**src/hdl/tbdp_pkg.sv**
```systemverilog
// Shared types and constants for the ternary bitplane dot product block.
`default_nettype none
package tbdp_pkg;

   // Lane layout of one input group
   localparam int LANES   = 8;
   localparam int ACT_W   = 16;
   // Eight lanes of 16-bit magnitude need four extra bits of headroom
   localparam int GROUP_W = ACT_W + 4;

   // Row accumulator and scale
   localparam int SUM_W   = 28;
   localparam int SCALE_W = 24;
   localparam logic signed [SUM_W-1:0] SUM_MAX = {1'b0, {(SUM_W-1){1'b1}}};
   localparam logic signed [SUM_W-1:0] SUM_MIN = {1'b1, {(SUM_W-1){1'b0}}};

   // Queue geometry (depth is a power of two)
   localparam int QUEUE_DEPTH = 4;
   localparam int QPTR_W      = $clog2(QUEUE_DEPTH);
   localparam int QCNT_W      = QPTR_W + 1;

   // One classified group passed from front to back
   typedef struct packed {
      logic signed [GROUP_W-1:0] group_sum;
      logic [SCALE_W-1:0]        row_scale;
      logic                      last;
   } mid_item_type;

   // Handshake between queue and its neighbors
   typedef struct packed {
      logic full;
      logic empty;
   } queue_status_type;

endpackage
`default_nettype wire

```
**src/hdl/tbdp_queue.sv**
```systemverilog
// Short queue of classified groups between front and back.
`default_nettype none
module tbdp_queue (
   input  wire logic                    clock,
   input  wire logic                    reset,
   input  wire logic                    push,
   input  tbdp_pkg::mid_item_type       push_item,
   input  wire logic                    pop,
   output tbdp_pkg::mid_item_type       head_item,
   output tbdp_pkg::queue_status_type   status
);

   tbdp_pkg::mid_item_type            mem_ff [tbdp_pkg::QUEUE_DEPTH];
   logic [tbdp_pkg::QPTR_W-1:0]       wr_ptr_ff, wr_ptr_in;
   logic [tbdp_pkg::QPTR_W-1:0]       rd_ptr_ff, rd_ptr_in;
   logic [tbdp_pkg::QCNT_W-1:0]       count_ff, count_in;
   logic                              do_push, do_pop;

   assign status.full  = (count_ff == tbdp_pkg::QCNT_W'(tbdp_pkg::QUEUE_DEPTH));
   assign status.empty = (count_ff == '0);
   assign do_push      = push && !status.full;
   assign do_pop       = pop && !status.empty;
   assign head_item    = mem_ff[rd_ptr_ff];

   // Advance pointers and count on each transfer
   always_comb begin
      wr_ptr_in = do_push ? wr_ptr_ff + 1'b1 : wr_ptr_ff;
      rd_ptr_in = do_pop  ? rd_ptr_ff + 1'b1 : rd_ptr_ff;
      count_in  = count_ff;
      if (do_push && !do_pop) begin
         count_in = count_ff + 1'b1;
      end else if (do_pop && !do_push) begin
         count_in = count_ff - 1'b1;
      end
   end

   always_ff @(posedge clock) begin
      if (reset) begin
         wr_ptr_ff <= '0;
         rd_ptr_ff <= '0;
         count_ff  <= '0;
      end else begin
         wr_ptr_ff <= wr_ptr_in;
         rd_ptr_ff <= rd_ptr_in;
         count_ff  <= count_in;
      end
   end

   // Store the incoming item
   always_ff @(posedge clock) begin
      if (do_push) begin
         mem_ff[wr_ptr_ff] <= push_item;
      end
   end

endmodule
`default_nettype wire

```
**config.mk**
```make
export PLATFORM = sky130hd
export DESIGN_NAME = tbdp_queue
export DESIGN_NICKNAME = d
export VERILOG_FILES = /design/src/hdl/tbdp_pkg.sv /design/src/hdl/tbdp_queue.sv
export SDC_FILE = /design/constraint.sdc
export NUM_CORES = 1
export LEC_CHECK = 0
export ABC_AREA = 1
export BUFFER_PORTS_ARGS = -buffer_cell sky130_fd_sc_hd__buf_2
export CAP_MARGIN = 25
export CORE_MARGIN = 3
export CORE_UTILIZATION = 30
export DETAILED_ROUTE_END_ITERATION = 12
export GPL_TIMING_DRIVEN = 0
export SKIP_CTS_REPAIR_TIMING = 1
export SYNTH_ARGS = -nofsm -noshare
export SYNTH_HDL_FRONTEND = slang
export SYNTH_SLANG_ARGS = --single-unit
```
**constraint.sdc**
```tcl
create_clock -name clock -period 5.7 [get_ports clock]
set_input_delay 0.855 -clock clock [delete_from_list [all_inputs] [get_ports clock]]
set_output_delay 0.855 -clock clock [all_outputs]
set_load 0.05 [all_outputs]
```
==> metrics.txt <==
# TYPE chip_impl_metric gauge
chip_impl_metric{name="routed-via-count",unit=""} 4290
chip_impl_info{name="timing.hold.worst.start",value="rd_ptr_ff[1]"} 1
chip_impl_metric{name="finalSetupTns",unit="ps"} 0
chip_impl_metric{name="hpwlAfterDp",unit="um"} 10200
chip_impl_metric{name="synth.yosys.seq_area_share",unit=""} 0.765
chip_impl_metric{name="worst_skew_pair.late_latency",unit="ps"} 430
chip_impl_metric{name="port_buffers",unit=""} 95
chip_impl_metric{name="ff2ff_setup_slack",unit="ps"} 3610
chip_impl_metric{name="synth-warning-count",unit=""} 0
chip_impl_metric{name="drt-initial-drc-count",unit=""} 265
chip_impl_metric{name="core",unit="um^2"} 23700
chip_impl_metric{name="synth_nets",unit=""} 560
chip_impl_metric{name="grt_remaining_overflow",unit=""} 0
chip_impl_metric{name="final.period_utilization",unit=""} 0.488
chip_impl_info{name="layout_commonest_cell",value="edfxtp_1"} 1
chip_impl_metric{name="layout-drive-gt1-share",unit=""} 0.256
chip_impl_info{name="critical-path-top-delay-family",value="buffers and inverters"} 1
chip_impl_info{name="ctsRootBufferMaster",value="clkbuf_16"} 1
chip_impl_metric{name="die_area",unit="um^2"} 26200
chip_impl_metric{name="power_switching_share",unit=""} 0.391
chip_impl_info{name="hold_path.class",value="reg -> reg"} 1
chip_impl_metric{name="avg_wl_per_cell",unit="um"} 16.5
chip_impl_metric{name="drc_markers",unit=""} 0
chip_impl_metric{name="clock_path_buffers",unit=""} 2
chip_impl_info{name="critical_path.cell_chain",value="buf_6 > clkinv_2 > buf_2 > o21ai_1 > o22ai_1 > buf_2"} 1
chip_impl_metric{name="routed_via_density",unit=""} 4.49
chip_impl_metric{name="syn-mean-instance-area",unit="um^2"} 14.5
chip_impl_metric{name="timing.final.hold_violations",unit=""} 0
chip_impl_metric{name="pwr-share-comb",unit=""} 0.367
chip_impl_metric{name="timing.fmax",unit="GHz"} 0.359
chip_impl_metric{name="critical_path_peak_fanout",unit=""} 10
chip_impl_metric{name="die_w",unit="um"} 162
chip_impl_metric{name="initial_cell_density_of_the_core",unit=""} 0.308
chip_impl_metric{name="final-max-slew-violation-count",unit=""} 0
chip_impl_metric{name="net-switching-power",unit="W"} 0.00171
chip_impl_info{name="tritoncts",value="done"} 1
chip_impl_metric{name="placedInstanceArea",unit="um^2"} 8310
chip_impl_metric{name="numCtsBuffers",unit=""} 17
chip_impl_info{name="path_class",value="reg -> out"} 1
chip_impl_metric{name="layout.nets",unit=""} 679
chip_impl_info{name="kind_of_end_point_of_the_critical_path",value="primary output"} 1
chip_impl_metric{name="die_h",unit="um"} 162
chip_impl_metric{name="grt_max_degree",unit=""} 26
chip_impl_info{name="cp_slowest_cell",value="buf_2"} 1
chip_impl_info{name="crit_path_top_cell_by_count",value="buf_2"} 1
chip_impl_metric{name="postLayoutCellArea",unit="um^2"} 8820
chip_impl_info{name="commonest_cells_after_routing_fill_and_taps_aside",value="180 x edfxtp_1, 103 x buf_2, 100 x nor2_1"} 1
chip_impl_metric{name="timing.clock.skew",unit="ps"} 6.24
chip_impl_metric{name="worst-path-buf-inv",unit=""} 4
chip_impl_info{name="outcome",value="complete, no violations"} 1
chip_impl_metric{name="crit_required",unit="ps"} 4850
chip_impl_metric{name="critical_path.max_stage_delay",unit="ps"} 320
chip_impl_info{name="ys_top_cells_by_area",value="edfxtp_1 74%, nor2_1 5.3%, o21ai_1 4.1%"} 1
chip_impl_metric{name="power_density",unit="nW/um^2"} 496
chip_impl_metric{name="cts.sinks",unit=""} 189
chip_impl_metric{name="grt_pass1_vias",unit=""} 4371
chip_impl_metric{name="syn_to_final_growth",unit="%"} 20.9
chip_impl_metric{name="yosysUniqueCellTypes",unit=""} 23
chip_impl_metric{name="dr.pass1.iters",unit=""} 4
chip_impl_metric{name="seq_power_share",unit=""} 0.394
chip_impl_info{name="worst_r2r_startpoint",value="count_ff[0]"} 1
chip_impl_metric{name="power.static_leakage",unit="nW"} 3.12
chip_impl_metric{name="post_synthesis_register_bit_count",unit=""} 189
chip_impl_metric{name="grt.total_usage",unit=""} 0.124
chip_impl_metric{name="grt_first_pass_wirelength",unit="um"} 24300
chip_impl_metric{name="syn_inst",unit=""} 505
chip_impl_metric{name="internal-power",unit="W"} 0.00266
chip_impl_metric{name="layout.filler_cells",unit=""} 2283
chip_impl_metric{name="post_synth_top_area_share",unit=""} 0.741
chip_impl_info{name="startpoint_type",value="flop"} 1
chip_impl_info{name="yosys.area.top_type",value="edfxtp_1"} 1
chip_impl_metric{name="initial_antenna_violation_count",unit=""} 3
chip_impl_metric{name="gp_routability_congestion",unit=""} 0.706
chip_impl_metric{name="timing_worst_slew_pin_value",unit="ps"} 884
chip_impl_metric{name="drt_wl_total",unit="um"} 15800
chip_impl_metric{name="vdd.ir_drop.worst",unit="V"} 0.000207
chip_impl_metric{name="ant_nets",unit=""} 0
chip_impl_info{name="grt_setup_unrepaired",value="false"} 1
chip_impl_metric{name="slew_hr",unit=""} 0.410
chip_impl_metric{name="minimum_period_implied_by_the_final_worst_setup_slack",unit="ps"} 2780
chip_impl_metric{name="cts.clk_slew.worst_paths",unit="ps"} 60
chip_impl_metric{name="placementRows",unit=""} 56
chip_impl_metric{name="power_frac_clock",unit=""} 0.238
chip_impl_metric{name="cts.htree.levels",unit=""} 4
chip_impl_metric{name="netlist_area",unit="um^2"} 7300
chip_impl_metric{name="arrival",unit="ps"} 1930
chip_impl_metric{name="maximum_capacitance_violations",unit=""} 0
chip_impl_metric{name="pin_count",unit=""} 96
chip_impl_metric{name="finalSetupViolations",unit=""} 0
chip_impl_metric{name="antenna-diode-count",unit=""} 0
state kept, by name, indices dropped and copies added, names as in the netlist, named ones only:
register,count
count_ff,3
mem_ff,180
rd_ptr_ff,2
wr_ptr_ff,2
power groups by stage:
| stage | registers [W] | clock network (W) | logic [W] |
|---|---|---|---|
| global route | 0.00174 | 0.00113 | 0.00172 |
| floorplan | 0.00176 | 0 | 0.00117 |
| global placement | 0.00177 | 0 | 0.00158 |
| finish | 0.00172 | 0.00104 | 0.00161 |
| CTS | 0.00173 | 0.00107 | 0.00163 |
| detailed placement | 0.00176 | 0 | 0.00163 |
final cells by class:
class,instances,area (um^2),area share
flip-flops and latches,189,5590,0.633
clock buffers,20,437,0.0495
multi-input cells,270,1350,0.153
well taps,319,399,0.0452
clock inverters,12,73.8,0.00837
inverters,18,81.3,0.00922
plain buffers,28,309,0.0350
repair buffers,100,583,0.0661
tightest hold or removal path: cells and delay by family, from the launching register on:
kind	cells	cell delay, ps
AOI/OAI and AO/OA	1	70
DFF	1	320
and+or+nand+nor	1	60
worst paths after layout:
path / to / cells after the start
min reg2reg: rd_ptr_ff[1] / 2
min: rd_ptr_ff[1] / 2
max reg2reg: mem_ff[2][37] / 5
max: head_item[0] / 6
synth_stat cells (all sizes together):
cell type and number:
xor2 1, fa 1, a21oi 3, nand2 15, dfxtp 9, clkinv 1
nand3b 1, o22ai 45, nand3 4, ha 5, o21ai 91, nor2 104
inv 17, buf 28, edfxtp 180
per-stage QoR:
| step | total power [W] | setup WS (ps) | util | cells | hold slack, ps |
|---|---|---|---|---|---|
| final | 0.00437 | 2920 | 0.372 | 956 | 507 |
| after global routing | 0.00459 | 2750 | 0.372 | 956 | 544 |
| after CTS | 0.00443 | 2850 | 0.372 | 956 | 505 |
| after detailed placement | 0.00338 | 3230 | 0.351 | 924 | 494 |
| after global placement | 0.00335 | 562 | 0.345 | 919 | 488 |
| after floorplan | 0.00293 | 2420 | - | 505 | 459 |
kinds of logic (layout without fill, tap and decap cells):
logic type	after synthesis	after routing	synth area share
flip-flops	189	189	0.765
AO/OA/AOI/OAI	139	139	0.103
AND/OR/NAND/NOR	124	124	0.0657
buffers and inverters	46	178	0.0535
adder cells (fa/ha/maj)	6	6	0.0113
XOR/XNOR	1	1	0.00120
per-layer routing:
| layer | part of all wire | wire (um) | vias to the layer above | global-route usage |
|---|---|---|---|---|
| li1 | - | - | 2108 | - |
| met1 | 0.45 | 7080 | 2043 | 0.158 |
| met2 | 0.48 | 7560 | 112 | 0.203 |
| met3 | 0.061 | 971 | 21 | 0.0413 |
| met4 | 0.011 | 168 | 6 | 0.0364 |
| met5 | 0.0018 | 28 | - | 0 |
(Power assumes the default switching activity.)
